===== config.mk =====
export PLATFORM = sky130hd
export DESIGN_NAME = wsa_front
export DESIGN_NICKNAME = d
export VERILOG_FILES = /design/src/sv/wsa_pkg.sv /design/src/sv/wsa_front.sv
export SDC_FILE = /design/constraint.sdc
export NUM_CORES = 1
export LEC_CHECK = 0
export BUFFER_PORTS_ARGS = -buffer_cell sky130_fd_sc_hd__buf_2
export CORE_MARGIN = 2
export CORE_UTILIZATION = 53
export CTS_CLUSTER_DIAMETER = 50
export DETAILED_ROUTE_END_ITERATION = 12
export GPL_TIMING_DRIVEN = 0
export PLACE_DENSITY = 0.8
export REMOVE_ABC_BUFFERS = 1
export SETUP_SLACK_MARGIN = 0.05
export SLEW_MARGIN = 20
export SYNTH_ARGS = -nofsm -noshare
export SYNTH_HDL_FRONTEND = slang
export SYNTH_SLANG_ARGS = --single-unit

===== constraint.sdc =====
create_clock -name clk -period 8.4 [get_ports clk]
set_input_delay 1.26 -clock clk [delete_from_list [all_inputs] [get_ports clk]]
set_output_delay 1.26 -clock clk [all_outputs]
set_load 0.005 [all_outputs]

===== src/sv/wsa_pkg.sv =====
// Shared types, constants and helpers of the weighted strategy averager.
package wsa_pkg;

    localparam int MAX_COMBOS  = 2048;
    localparam int MAX_ACTIONS = 8;
    localparam int COMBO_W     = $clog2(MAX_COMBOS);
    localparam int ACTION_W    = $clog2(MAX_ACTIONS);
    localparam int SLOT_W      = COMBO_W + ACTION_W;
    localparam int SLOT_DEPTH  = MAX_COMBOS * MAX_ACTIONS;
    localparam int CLR_W       = SLOT_W + 1;
    localparam int SUM_W       = 64;
    localparam int PROB_W      = 17;
    localparam int WEFF_W      = 48;
    localparam int QDEPTH      = 4;
    localparam int QPTR_W      = $clog2(QDEPTH);

    localparam logic [PROB_W-1:0] ONE_Q16 = PROB_W'(65536);

    localparam logic [1:0] OP_PLAIN      = 2'd0;
    localparam logic [1:0] OP_IMPORTANCE = 2'd1;
    localparam logic [1:0] OP_DELAYED    = 2'd2;
    localparam logic [1:0] OP_READ       = 2'd3;

    localparam logic [1:0] ST_DONE   = 2'd0;
    localparam logic [1:0] ST_SKIP   = 2'd1;
    localparam logic [1:0] ST_REJECT = 2'd2;

    localparam logic [1:0] CFG_ACTIONS = 2'd0;
    localparam logic [1:0] CFG_COMBOS  = 2'd1;
    localparam logic [1:0] CFG_DELAY   = 2'd2;

    typedef struct packed {
        logic [3:0]  actions_in_use;
        logic [11:0] combos_in_use;
        logic [31:0] delay_iterations;
    } wsa_cfg_t;

    typedef struct packed {
        logic [1:0]          status;
        logic [1:0]          opcode;
        logic [COMBO_W-1:0]  combo_index;
        logic [ACTION_W-1:0] action_index;
        logic [PROB_W-1:0]   strategy_prob;
        logic [PROB_W-1:0]   reach_prob;
        logic [WEFF_W-1:0]   eff_weight;
        logic [PROB_W-1:0]   uniform_prob;
    } wsa_job_t;

    // floor(1.0 / actions) in Q1.16
    function automatic logic [PROB_W-1:0] uniform_q16(input logic [3:0] actions);
        logic [PROB_W-1:0] u;
        begin
            case (actions)
                4'd1:    u = PROB_W'(65536);
                4'd2:    u = PROB_W'(32768);
                4'd3:    u = PROB_W'(21845);
                4'd4:    u = PROB_W'(16384);
                4'd5:    u = PROB_W'(13107);
                4'd6:    u = PROB_W'(10922);
                4'd7:    u = PROB_W'(9362);
                4'd8:    u = PROB_W'(8192);
                default: u = '0;
            endcase
            return u;
        end
    endfunction

    function automatic logic [SUM_W-1:0] sat_add(input logic [SUM_W-1:0] a,
                                                 input logic [SUM_W-1:0] b);
        logic [SUM_W:0] s;
        begin
            s = {1'b0, a} + {1'b0, b};
            return s[SUM_W] ? '1 : s[SUM_W-1:0];
        end
    endfunction

endpackage


===== src/sv/wsa_front.sv =====
// Front end: accepts items, checks them, forms the effective weight.
module wsa_front (
    input  logic                clk,
    input  logic                rst_n,
    input  wsa_pkg::wsa_cfg_t   cfg,
    input  logic                clearing,
    input  logic                s_tvalid,
    output logic                s_tready,
    input  logic [135:0]        s_tdata,
    input  logic [1:0]          s_tuser,
    output logic                push_valid,
    input  logic                push_ready,
    output wsa_pkg::wsa_job_t   push_job
);
    import wsa_pkg::*;

    localparam logic [1:0] F_IDLE = 2'd0;
    localparam logic [1:0] F_DIV  = 2'd1;
    localparam logic [1:0] F_PUSH = 2'd2;

    logic [1:0]        state_reg, state_next;
    wsa_job_t          job_reg, job_next;
    logic [PROB_W-1:0] samp_reg, samp_next;
    logic [16:0]       rem_reg, rem_next;
    logic [WEFF_W-1:0] quo_reg, quo_next;
    logic [5:0]        cnt_reg, cnt_next;

    logic [1:0]          op;
    logic [COMBO_W-1:0]  combo;
    logic [ACTION_W-1:0] action;
    logic [PROB_W-1:0]   sprob, rprob, samp;
    logic [31:0]         weight, iter;
    logic                bad_cfg, bad_index, bad_prob;
    logic [1:0]          status;
    logic                need_div;
    logic [31:0]         iter_diff;
    logic [17:0]         rem_sh;

    assign op     = s_tuser;
    assign combo  = s_tdata[10:0];
    assign action = s_tdata[13:11];
    assign sprob  = s_tdata[30:14];
    assign rprob  = s_tdata[47:31];
    assign weight = s_tdata[79:48];
    assign samp   = s_tdata[96:80];
    assign iter   = s_tdata[128:97];

    assign iter_diff = iter - cfg.delay_iterations;
    assign bad_cfg   = (cfg.actions_in_use == 4'd0) || (cfg.actions_in_use > 4'(MAX_ACTIONS))
                    || (cfg.combos_in_use == 12'd0) || (cfg.combos_in_use > 12'(MAX_COMBOS));
    assign bad_index = ({1'b0, combo} >= cfg.combos_in_use)
                    || ({1'b0, action} >= cfg.actions_in_use);
    assign bad_prob  = (sprob > ONE_Q16) || (rprob > ONE_Q16);

    always_comb
    begin
        status   = ST_DONE;
        need_div = 1'b0;
        if (op == OP_DELAYED && iter == 32'd0)
            status = ST_REJECT;
        else if (op == OP_DELAYED && iter <= cfg.delay_iterations)
            status = ST_SKIP;
        else if (bad_cfg || bad_index)
            status = ST_REJECT;
        else if (op != OP_READ && bad_prob)
            status = ST_REJECT;
        else if (op == OP_IMPORTANCE && (samp == '0 || samp > ONE_Q16))
            status = ST_REJECT;
        else if (op == OP_IMPORTANCE)
            need_div = 1'b1;
    end

    assign rem_sh = {rem_reg, quo_reg[WEFF_W-1]};

    assign s_tready   = (state_reg == F_IDLE) && !clearing;
    assign push_valid = (state_reg == F_PUSH);
    assign push_job   = job_reg;

    always_comb
    begin
        state_next = state_reg;
        job_next   = job_reg;
        samp_next  = samp_reg;
        rem_next   = rem_reg;
        quo_next   = quo_reg;
        cnt_next   = cnt_reg;
        case (state_reg)
            F_IDLE:
            begin
                if (s_tvalid && s_tready)
                begin
                    job_next.status        = status;
                    job_next.opcode        = op;
                    job_next.combo_index   = combo;
                    job_next.action_index  = action;
                    job_next.strategy_prob = sprob;
                    job_next.reach_prob    = rprob;
                    job_next.uniform_prob  = uniform_q16(cfg.actions_in_use);
                    if (op == OP_DELAYED)
                        job_next.eff_weight = {iter_diff, 16'd0};
                    else
                        job_next.eff_weight = {16'd0, weight};
                    samp_next = samp;
                    rem_next  = '0;
                    quo_next  = {weight, 16'd0};
                    cnt_next  = 6'(WEFF_W);
                    state_next = need_div ? F_DIV : F_PUSH;
                end
            end
            F_DIV:
            begin
                // one quotient bit per cycle, restoring
                if (rem_sh >= {1'b0, samp_reg})
                begin
                    rem_next = 17'(rem_sh - {1'b0, samp_reg});
                    quo_next = {quo_reg[WEFF_W-2:0], 1'b1};
                end
                else
                begin
                    rem_next = rem_sh[16:0];
                    quo_next = {quo_reg[WEFF_W-2:0], 1'b0};
                end
                cnt_next = cnt_reg - 6'd1;
                if (cnt_reg == 6'd1)
                begin
                    job_next.eff_weight = quo_next;
                    state_next = F_PUSH;
                end
            end
            F_PUSH:
            begin
                if (push_ready)
                    state_next = F_IDLE;
            end
            default:
                state_next = F_IDLE;
        endcase
    end

    always_ff @(posedge clk or negedge rst_n)
    begin
        if (!rst_n)
            state_reg <= F_IDLE;
        else
            state_reg <= state_next;
    end

    always_ff @(posedge clk)
    begin
        job_reg  <= job_next;
        samp_reg <= samp_next;
        rem_reg  <= rem_next;
        quo_reg  <= quo_next;
        cnt_reg  <= cnt_next;
    end
endmodule


==> metrics.md <==
| Metric | Value |
|---|---|
| Status | finished clean |
| Mapped Cells | 1007 |
| CTS tree | done |
| TritonCTS Buffers | 24 |
| Worst Path Max Fanout | 27 |
| Leakage | 6.03 nW |
| Primary FF master, synth | edfxtp_1 |
| Max-cap violations | 0 |
| Routed WL | 29500 um |
| Number of global-route vias before repair | 8678 |
| Worst hold path class | primary input to asynchronous set/reset pin |
| First-pass GRT wire length | 44800 um |
| PwrDens | 259 nW/um^2 |
| Total Nets Final | 1570 |
| Die H | 148 um |
| Largest net degree at the start of global routing | 63 |
| Rel. slew slack | 29.8% |
| Area of the mapped netlist | 11000 um^2 |
| Worst VDD drop | 0.000141 V |
| Port-buffer cells | 302 |
| Clock buffer depth | 3 |
| Die X | 148 um |
| Final slew viol count | 0 |
| Die area | 21900 um^2 |
| Crit path required time | 8.61 ns |
| Fin crit period | 3.79 ns |
| Drt drc | 0 |
| RSZ-0062 raised after global routing | no |
| Skew-Pair Late Insertion Delay | 0.51 ns |
| Dpl cell area | 12900 um^2 |
| Startpoint Class | primary input |
| EDFF count, synth | 200 |
| Syn-to-layout area delta | 24.1% |
| Clock sink count | 202 |
| Crit share post-route | 45.1% |
| WS Path Type | primary input to flip-flop |
| Yosys cell types | 63 |
| TritonRoute pass-1 iters | 5 |
| Post-CTS Hold Fix Bufs | 0 |
| Total vias in the final route | 8906 |
| Clk root buf | clkbuf_16 |
| Routability cong. | 0.935 |
| Core area | 20300 um^2 |
| Final ANT Viol Nets | 0 |
| FFs w/ async S/R, synth | 0.990% |
| Placement row count | 52 |
| Post-DP HPWL | 22700 um |
| Initial DRC count | 632 |
| Overall routing resource usage | 26.2% |
| Slew @ Worst Pin | 1.05 ns |
| IO Pins | 310 |
| Crit end category | flip-flop |
| Post_cts resized | 0 |
| Vias per inst | 5.58 |
| Clock H-tree levels | 1 |
| Overall power | 0.00353 W |
| Setup Skew | 0.0128 ns |
| WP data arrival | 4.00 ns |
| Finished Cell Area | 13600 um^2 |
| Grt total ovfl | 0 |
| Fmax | 0.264 GHz |
| Syn Area/Cell | 10.9 um^2 |
| Final setup violation count | 0 |
| Setup Fix Bufs, Post-CTS | 0 |
| Initial core utilization | 54.1% |
| Initial antenna violation count | 2 |
| Synthesis-stage register bit count | 202 |
| Largest register FFs | 112 |
| Seq/Total Area, Yosys | 55.1% |
| Ys Warns | 0 |
| Wire per inst | 18.5 um |
| Hold Fails Final Rpt | 0 |
| Clk pin slew, worst setup/hold paths | 0.06 ns |
| Share of layout cells above drive strength 1 | 26.9% |
power breakdown:
part | internal [W] | switching, W | total (W)
Clock | 0.000608 | 0.000402 | 0.00101
Combinational | 0.000404 | 0.000591 | 0.000994
Sequential | 0.00143 | 0.0000899 | 0.00152
layout make-up:
cell class / instances / area [um^2]
well taps: 270 / 338
repair buffers: 309 / 1680
multi-input cells: 697 / 4500
flip-flops and latches: 202 / 6060
clock buffers: 30 / 644
diodes: 1 / 2.50
clock inverters: 13 / 131
fillers: 1576 / 6670
inverters: 74 / 280
cell usage after synthesis, types with 4 or more instances:
library cell	number	area share (%)
mux2i_1	14	1.3
xnor2_1	20	1.6
a211oi_1	6	0.41
clkbuf_1	24	0.82
a21oi_1	57	2.6
and3_1	9	0.51
a21o_1	21	1.4
o21a_1	12	0.82
o31a_1	4	0.32
buf_4	5	0.34
o211ai_1	7	0.48
or3_1	4	0.23
nand2_1	141	4.8
inv_1	74	2.5
and2_1	22	1.3
nor2_1	71	2.4
nor3_1	14	0.64
nand4_1	13	0.74
edfxtp_1	200	55
nand3_1	16	0.73
o21ai_0	56	2.6
nor4_1	23	1.3
o21bai_1	18	1.2
nand2b_1	10	0.57
xor2_1	16	1.3
a31oi_1	10	0.57
ha_1	69	7.9
nor2b_1	12	0.68
worst max-delay path, cell delays in order:
cell     delay, ns
buf_2         0.10
nor3_1        0.17
nand2_1       0.53
a21oi_4       0.86
nor2b_4       0.76
buf_12        0.28
metal layers:
layer	share of wire, %	routed length, um	track usage, %
met4	2.6	759	7.19
met5	0.024	7	0
met2	47	14000	43.9
met1	42	12300	34.8
met3	8.4	2480	5.43
metrics by stage:
step | setup WS, ns | util, % | instances | hold WS (ns) | setup TNS [ns]
CTS | 4.57 | 67.1 | 1595 | 0.516 | 0
finish | 4.61 | 67.2 | 1596 | 0.527 | 0
global placement | -2.96 | 62.3 | 1545 | 0.511 | -144.72
global route | 4.44 | 67.2 | 1596 | 0.511 | 0
detailed placement | 4.04 | 63.3 | 1552 | 0.520 | 0
floorplan | 0.269 | - | 973 | 0.497 | 0
path summary, 6_finish.rpt:
kind                         startpoint      endpoint  slack [ns]  cells past startpoint
max                            clearing  push_job[24]        4.61                      6
min                               rst_n  state_reg[0]        0.53                      1
max reg2reg                state_reg[1]  push_job[24]        4.91                      5
min reg2reg                 quo_reg[26]  push_job[44]        0.53                      2
max in group asynchronous         rst_n  state_reg[1]        7.77                      1
min in group clk            quo_reg[26]  push_job[44]        0.53                      2
layout by cell type (no fill, tap or decap), types with 5 or more instances in the layout:
cell and n:
a211oi_1 6, o21a_1 12, and2_1 22, edfxtp_1 200, o211ai_1 7, mux2i_1 14
buf_2 302, ha_1 69, clkbuf_16 25, a21oi_1 56, nand2b_1 9, nand4_1 13
clkbuf_1 5, o21bai_1 18, a21o_1 21, nor2b_1 10, o21ai_0 56, nor3_1 14
xnor2_1 20, inv_1 73, nand3_1 16, nor2_1 71, a31oi_1 10, nand2_1 141
and3_1 9, xor2_1 16, nor4_1 23
kinds of logic after synthesis:
family | synth area share [%]
fa+ha+maj | 8.23
simple gates | 14.9
xor+xnor | 2.87
mux | 1.28
buf+inv | 4.16
compound gates | 13.5
flops | 55.1
(Power assumes the default switching activity.)
