File: src/sv/wsa_pkg.sv
// Shared types, constants and helpers of the weighted strategy averager.
package wsa_pkg;

    localparam int MAX_COMBOS  = 2048;
    localparam int MAX_ACTIONS = 8;
    localparam int COMBO_W     = $clog2(MAX_COMBOS);
    localparam int ACTION_W    = $clog2(MAX_ACTIONS);
    localparam int SLOT_W      = COMBO_W + ACTION_W;
    localparam int SLOT_DEPTH  = MAX_COMBOS * MAX_ACTIONS;
    localparam int CLR_W       = SLOT_W + 1;
    localparam int SUM_W       = 64;
    localparam int PROB_W      = 17;
    localparam int WEFF_W      = 48;
    localparam int QDEPTH      = 4;
    localparam int QPTR_W      = $clog2(QDEPTH);

    localparam logic [PROB_W-1:0] ONE_Q16 = PROB_W'(65536);

    localparam logic [1:0] OP_PLAIN      = 2'd0;
    localparam logic [1:0] OP_IMPORTANCE = 2'd1;
    localparam logic [1:0] OP_DELAYED    = 2'd2;
    localparam logic [1:0] OP_READ       = 2'd3;

    localparam logic [1:0] ST_DONE   = 2'd0;
    localparam logic [1:0] ST_SKIP   = 2'd1;
    localparam logic [1:0] ST_REJECT = 2'd2;

    localparam logic [1:0] CFG_ACTIONS = 2'd0;
    localparam logic [1:0] CFG_COMBOS  = 2'd1;
    localparam logic [1:0] CFG_DELAY   = 2'd2;

    typedef struct packed {
        logic [3:0]  actions_in_use;
        logic [11:0] combos_in_use;
        logic [31:0] delay_iterations;
    } wsa_cfg_t;

    typedef struct packed {
        logic [1:0]          status;
        logic [1:0]          opcode;
        logic [COMBO_W-1:0]  combo_index;
        logic [ACTION_W-1:0] action_index;
        logic [PROB_W-1:0]   strategy_prob;
        logic [PROB_W-1:0]   reach_prob;
        logic [WEFF_W-1:0]   eff_weight;
        logic [PROB_W-1:0]   uniform_prob;
    } wsa_job_t;

    // floor(1.0 / actions) in Q1.16
    function automatic logic [PROB_W-1:0] uniform_q16(input logic [3:0] actions);
        logic [PROB_W-1:0] u;
        begin
            case (actions)
                4'd1:    u = PROB_W'(65536);
                4'd2:    u = PROB_W'(32768);
                4'd3:    u = PROB_W'(21845);
                4'd4:    u = PROB_W'(16384);
                4'd5:    u = PROB_W'(13107);
                4'd6:    u = PROB_W'(10922);
                4'd7:    u = PROB_W'(9362);
                4'd8:    u = PROB_W'(8192);
                default: u = '0;
            endcase
            return u;
        end
    endfunction

    function automatic logic [SUM_W-1:0] sat_add(input logic [SUM_W-1:0] a,
                                                 input logic [SUM_W-1:0] b);
        logic [SUM_W:0] s;
        begin
            s = {1'b0, a} + {1'b0, b};
            return s[SUM_W] ? '1 : s[SUM_W-1:0];
        end
    endfunction

endpackage

File: src/sv/wsa_queue.sv
// Short job queue between the front end and the back end.
module wsa_queue (
    input  logic               clk,
    input  logic               rst_n,
    input  logic               push_valid,
    output logic               push_ready,
    input  wsa_pkg::wsa_job_t  push_job,
    output logic               pop_valid,
    input  logic               pop_ready,
    output wsa_pkg::wsa_job_t  pop_job
);
    import wsa_pkg::*;

    wsa_job_t          entry_reg [QDEPTH];
    logic [QPTR_W-1:0] wr_ptr_reg, wr_ptr_next;
    logic [QPTR_W-1:0] rd_ptr_reg, rd_ptr_next;
    logic [QPTR_W:0]   count_reg, count_next;
    logic              do_push, do_pop;

    assign push_ready = (count_reg != (QPTR_W+1)'(QDEPTH));
    assign pop_valid  = (count_reg != '0);
    assign pop_job    = entry_reg[rd_ptr_reg];
    assign do_push    = push_valid && push_ready;
    assign do_pop     = pop_valid && pop_ready;

    always_comb
    begin
        wr_ptr_next = do_push ? wr_ptr_reg + 1'b1 : wr_ptr_reg;
        rd_ptr_next = do_pop ? rd_ptr_reg + 1'b1 : rd_ptr_reg;
        count_next  = count_reg;
        if (do_push && !do_pop)
            count_next = count_reg + 1'b1;
        else if (do_pop && !do_push)
            count_next = count_reg - 1'b1;
    end

    always_ff @(posedge clk or negedge rst_n)
    begin
        if (!rst_n)
        begin
            wr_ptr_reg <= '0;
            rd_ptr_reg <= '0;
            count_reg  <= '0;
        end
        else
        begin
            wr_ptr_reg <= wr_ptr_next;
            rd_ptr_reg <= rd_ptr_next;
            count_reg  <= count_next;
        end
    end

    always_ff @(posedge clk)
    begin
        if (do_push)
            entry_reg[wr_ptr_reg] <= push_job;
    end
endmodule

File: config.mk
export PLATFORM = sky130hd
export DESIGN_NAME = wsa_queue
export DESIGN_NICKNAME = d
export VERILOG_FILES = /design/src/sv/wsa_pkg.sv /design/src/sv/wsa_queue.sv
export SDC_FILE = /design/constraint.sdc
export NUM_CORES = 1
export LEC_CHECK = 0
export BUFFER_PORTS_ARGS = -buffer_cell sky130_fd_sc_hd__clkbuf_2
export CELL_PAD_IN_SITES_DETAIL_PLACEMENT = 1
export CELL_PAD_IN_SITES_GLOBAL_PLACEMENT = 1
export CORE_MARGIN = 8
export CORE_UTILIZATION = 30
export CTS_CLUSTER_SIZE = 24
export DETAILED_ROUTE_END_ITERATION = 7
export GPL_TIMING_DRIVEN = 0
export HOLD_SLACK_MARGIN = 0.02
export PLACE_DENSITY_LB_ADDON = 0.1
export SLEW_MARGIN = 25
export SYNTH_ARGS = -nofsm -noshare
export SYNTH_HDL_FRONTEND = slang
export SYNTH_SLANG_ARGS = --single-unit
File: constraint.sdc
create_clock -name clk -period 5.32 [get_ports clk]
set_input_delay 0.266 -clock clk [delete_from_list [all_inputs] [get_ports clk]]
set_output_delay 0.266 -clock clk [all_outputs]
set_load 0.01 [all_outputs]
==> results.toml, run 1 <==
[placed_design]
dp_cells = 1662
dp_hpwl_um = 25500
dpl-instance-area_sq_um = 19800
place_ws_ns = 2.93
gp_congestion = 0.655
port_buffers = 239

[critical_path]
crit_required_ns = 5.05
regToRegSetupSlack_ns = 3.04
arrival_ns = 2.43
worst_setup_path_start_kind = "flip-flop"
path_class = "reg2out"
crit_path_end_kind = "output pin"
crit_fanout = 10

[clocking]
cts_root_buf = "clkbuf_16"
cts_setup_buffers = 0
cts_tree = "built"
h-tree-depth = 2
cts_resized = 0
numClockSinks = 475
cts_made_buffers = 53
clock_path_buffers = 3
cts_hold_buffers = 119
path_clk_slew_ns = 0.06
clock_latency_ns = 0.57

[power_and_ir_drop]
leakage_nw = 7.73
p_total_mw = 12.3
power_density_nw_per_um2 = 543
ir_worst_vdd_uv = 256

[logic_synthesis]
synth_compound_area_share_pct = 0.0648
avgSynthCellArea_sq_um = 26.9
synth-seq-cells = 475
synthesis.area_sq_um = 17400
syn_inst = 646
ys_seq_area_share_pct = 81.8
ys_types = 20
yosys_warnings = 0
syn_nets = 773
yosys.area_share.adder_pct = 0.475
muxShareOfSynthArea_pct = 15.3
synth_xor_area_share_pct = 0.302
synthSimpleGateAreaFrac_pct = 0.295
synth_top_family_by_area = "multiplexers"

[drt]
vias_per_cell = 4.41
drt-initial-drc-count = 328
wirelength_um = 41200
vias = 8280
dr.pass1.iters = 4
route.detailed.drc = 0
wire_per_inst_um = 21.9
ant_nets = 0

[floorplanning]
pin_count = 240
fp.dieH_um = 257
die_w_um = 257
start_util_pct = 30.3
core_sq_um = 57500
dieArea_sq_um = 65900
num_rows = 88

[outcome]
status = "finished clean"

[cells_and_area]
finish.utilization_pct = 39.3
instances_no_fill = 1877
area_growth_pct = 29.8
fillCellCount = 5540
fin_nets = 1198
largest_reg_flops = 468
drive_gt1_share_pct = 41.1
final_cell_area_sq_um = 22600

[timing]
skew_ns = 0.00958
hold_violations = 0
drv_slew = 0
min_period_over_period_pct = 50.6
fmax_ghz = 0.371
timing.hold.ws_ns = 0.0989
setup_ws_ns = 2.63
finalCriticalPeriod_ns = 2.69
setup_violations = 0
setup_tns_ns = 0
rsz0062_at_grt = "false"
tightest_slew_ns = 0.841
relSlewSlack_pct = 43.9

[hold_path]
hold_class = "in2async"

[global_routing]
grt_pass1_vias = 9532
grt_antenna_before_repair = 3
grt_max_degree = 39
track_usage_pct = 12.4
grt_pass1_wl_um = 62200
grt-ovfl-total = 0

[run]
cap_viol_max_count = 0
layout make-up:
type	count	area, sq um	share of cell area (%)
Inverter	3	11.3	0.0499
Timing Repair Buffer	370	2680	11.9
Clock inverter	29	154	0.682
Tap cell	765	957	4.24
Antenna cell	2	5.00	0.0222
Multi-Input combinational cell	142	2870	12.7
Sequential cell	475	14200	63.1
Clock buffer	65	1370	6.08
Buffer	26	293	1.30
critical path, stage by stage, from the launching register on:
cell      delay [ns]
dfrtp_1         0.32
buf_4           0.23
clkbuf_1        0.67
mux4_2          0.41
clkbuf_2        0.21
Yosys cell counts:
cell type	n	area share, %
edfxtp_1	468	81
mux4_2	117	15
buf_12	10	1.2
clkbuf_1	7	0.15
dfrtp_1	7	1.0
buf_2	5	0.14
ha_1	5	0.36
and2_1	4	0.14
xnor2_1	4	0.20
buf_6	3	0.19
inv_1	3	0.065
mux2_2	2	0.13
nand2_1	2	0.043
nor2_1	2	0.043
xor2_1	2	0.10
a21boi_2	1	0.065
buf_4	1	0.043
fa_1	1	0.12
nand3_1	1	0.029
or3_1	1	0.036
layer usage:
layer / GRT usage [%] / vias up / share of wire [%] / wire length (um)
met5: 0 / - / 0.032 / 13
met4: 3.57 / 2 / 2.3 / 957
met3: 3.39 / 72 / 5.3 / 2180
met2: 20.5 / 173 / 49 / 20000
met1: 15.7 / 4368 / 44 / 18000
li1: - / 3665 / - / -
final timing paths:
path                                    start               end  cells past startpoint
worst max-delay path            rd_ptr_reg[1]       pop_job[26]                      4
worst min-delay path                    rst_n      count_reg[2]                      2
worst max register to register   count_reg[1]  entry_reg[3][68]                      5
worst min register to register   count_reg[2]      count_reg[2]                      1
max in group asynchronous               rst_n      count_reg[1]                      2
min in group clk                   push_valid     wr_ptr_reg[0]                      3
logic make-up (layout without fill, tap and decap cells):
logic type | count (synthesis) | in the layout
muxes | 119 | 119
DFF | 475 | 475
adders and majority gates | 6 | 6
buffers and inverters | 29 | 493
and+or+nand+nor | 10 | 10
AOI/OAI and AO/OA | 1 | 1
other | 0 | 2
xor gates and xnor gates | 6 | 6
cells in the final DEF, fill, tap and decap left out, drive strengths merged, types with 4 or more instances in the layout:
cell,netlist,routed
dfrtp,7,7
edfxtp,468,468
clkbuf,7,311
buf,19,31
dlygate4sd3,0,119
mux4,117,117
ha,5,5
inv,3,4
clkinv,0,25
xnor2,4,4
and2,4,4
where the power goes:
group          internal, mW  switching (mW)  total (mW)
logic                  1.78            2.13        3.90
clock network          1.86            1.40        3.26
registers              4.94           0.149        5.09
total                  8.57            3.68        12.3
Note: power is estimated with default switching activity, not from simulation.
==> run 2, diff against run 1 <==
- clock period: 5.32 -> 2.3 ns (I/O delays scaled with it)
==> run 2 against run 1 <==
Via count increased by 2.1%. Register-to-register slack got worse by 2.8 ns. Critical path type unchanged. Cell count increased by 2.2%.
==> results.toml, run 2 (synthesis gave the netlist of run 1 again) <==
[outcome]
status = "finished clean"

[floorplanning]
core_sq_um = 57500
num_rows = 88
dieArea_sq_um = 65900
die_w_um = 257
pin_count = 240
fp.dieH_um = 257
start_util_pct = 30.3

[timing]
setup_ws_ns = 0.00494
finalCriticalPeriod_ns = 2.30
relSlewSlack_pct = 63.8
tightest_slew_ns = 0.544
fmax_ghz = 0.436
hold_violations = 0
skew_ns = 0.0166
timing.hold.ws_ns = 0.290
rsz0062_at_grt = "true"
setup_tns_ns = 0
drv_slew = 0
min_period_over_period_pct = 99.8
setup_violations = 0

[cells_and_area]
fin_nets = 1237
drive_gt1_share_pct = 44.0
largest_reg_flops = 468
area_growth_pct = 34.7
final_common_cell = "edfxtp_1"
finish.utilization_pct = 40.7
layout_common_cells = "468 x edfxtp_1, 214 x clkbuf_2, 121 x dlygate4sd3_1"
fillCellCount = 5501

[power_and_ir_drop]
ir_worst_vdd_uv = 616
p_total_mw = 30.3
power_density_nw_per_um2 = 1290
leakage_nw = 8.13

[drt]
drt-initial-drc-count = 367
vias = 8453
ant_nets = 0
vias_per_cell = 4.40
wirelength_um = 42200
route.detailed.drc = 0
dr.pass1.iters = 4
wire_per_inst_um = 22.0

[placed_design]
dp_hpwl_um = 25400
gp_congestion = 0.644
port_buffers = 239
place_ws_ns = -0.111

[clocking]
cts_root_buf = "clkbuf_16"
clock_path_buffers = 3
cts_made_buffers = 54
numClockSinks = 475
h-tree-depth = 2
cts_tree = "built"
path_clk_slew_ns = 0.06
clock_latency_ns = 0.59

[run]
cap_viol_max_count = 0

[global_routing]
grt_pass1_vias = 9748
grt_antenna_before_repair = 3
grt_pass1_wl_um = 63800
grt-ovfl-total = 0
track_usage_pct = 12.8
grt_max_degree = 39

[critical_path]
crit_fanout = 8
crit_required_ns = 2.18
crit_path_end_kind = "output pin"
arrival_ns = 2.18
path_class = "reg2out"
worst_setup_path_start_kind = "flip-flop"

[hold_path]
hold_class = "in2reg"
[run 2: cell types whose count changed in the layout (fill, tap and decap cells not counted), sizes merged]
| cell | previous run | this run |
|---|---|---|
| clkinv | 25 | 27 |
| diode | 2 | 3 |
| dlygate4sd3 | 119 | 121 |
| clkbuf | 311 | 280 |
| buf | 31 | 94 |
| bufinv | 1 | 2 |
| and2 | 4 | 6 |
| clkinvlp | 2 | 3 |
| inv | 4 | 5 |
[run 2: per-stage QoR]
step,instance area [sq um],cells
2_1_floorplan,17400,646
3_3_place_gp,19500,1650
3_5_place_dp,19800,1662
4_1_cts,23400,1919
5_1_grt,23400,1918
6_report,23400,1919
[run 2: layout make-up]
cell class              count  area [sq um]  share of cell area [%]
inverters                   3          11.3                  0.0481
plain buffers              23           293                    1.25
clock inverters            34           221                   0.946
multi-input cells         144          2890                    12.3
diodes                      3          7.51                  0.0321
well taps                 765           957                    4.09
flip-flops and latches    475         14200                    60.8
clock buffers              63          1390                    5.91
repair buffers            409          3420                    14.6
[run 2: worst max-delay path: stages (launching register included)]
cell and delay, ns:
dfrtp_2 0.40, buf_6 0.11, buf_12 0.14, buf_4 0.13, buf_12 0.12, mux4_2 0.54
buf_6 0.15
[run 2: where the power goes]
group	internal (mW)	total (mW)	switching, mW
clock network	4.50	7.83	3.33
registers	11.4	11.8	0.360
logic	5.38	10.6	5.27
total	21.3	30.3	8.96
[run 2: final timing paths]
kind | slack, ns | from | endpoint | cells after the start
worst min-delay path | 0.29 | push_job[97] | entry_reg[3][97] | 2
min in group asynchronous | 0.53 | rst_n | count_reg[2] | 3
worst max register to register | 0.20 | count_reg[1] | count_reg[2] | 8
max in group asynchronous | 1.49 | rst_n | rd_ptr_reg[0] | 3
worst min register to register | 0.56 | count_reg[0] | count_reg[0] | 1
worst max-delay path | 0.005 | rd_ptr_reg[0] | pop_job[48] | 6
[run 2: timing repair]
action                                 CTS  global route
resized for setup                       42            73
setup endpoints to repair              207           112
hold buffers                           121             0
setup buffers                           28             5
cloned                                  12             1
endpoints found under the hold margin  480             0
pin swaps                                4             1
[run 2: routing by layer]
layer  track usage, %  wire (um)
met5                0          0
met1             15.7      17500
met3             3.73       2420
met2             22.0      21500
met4             2.92        718
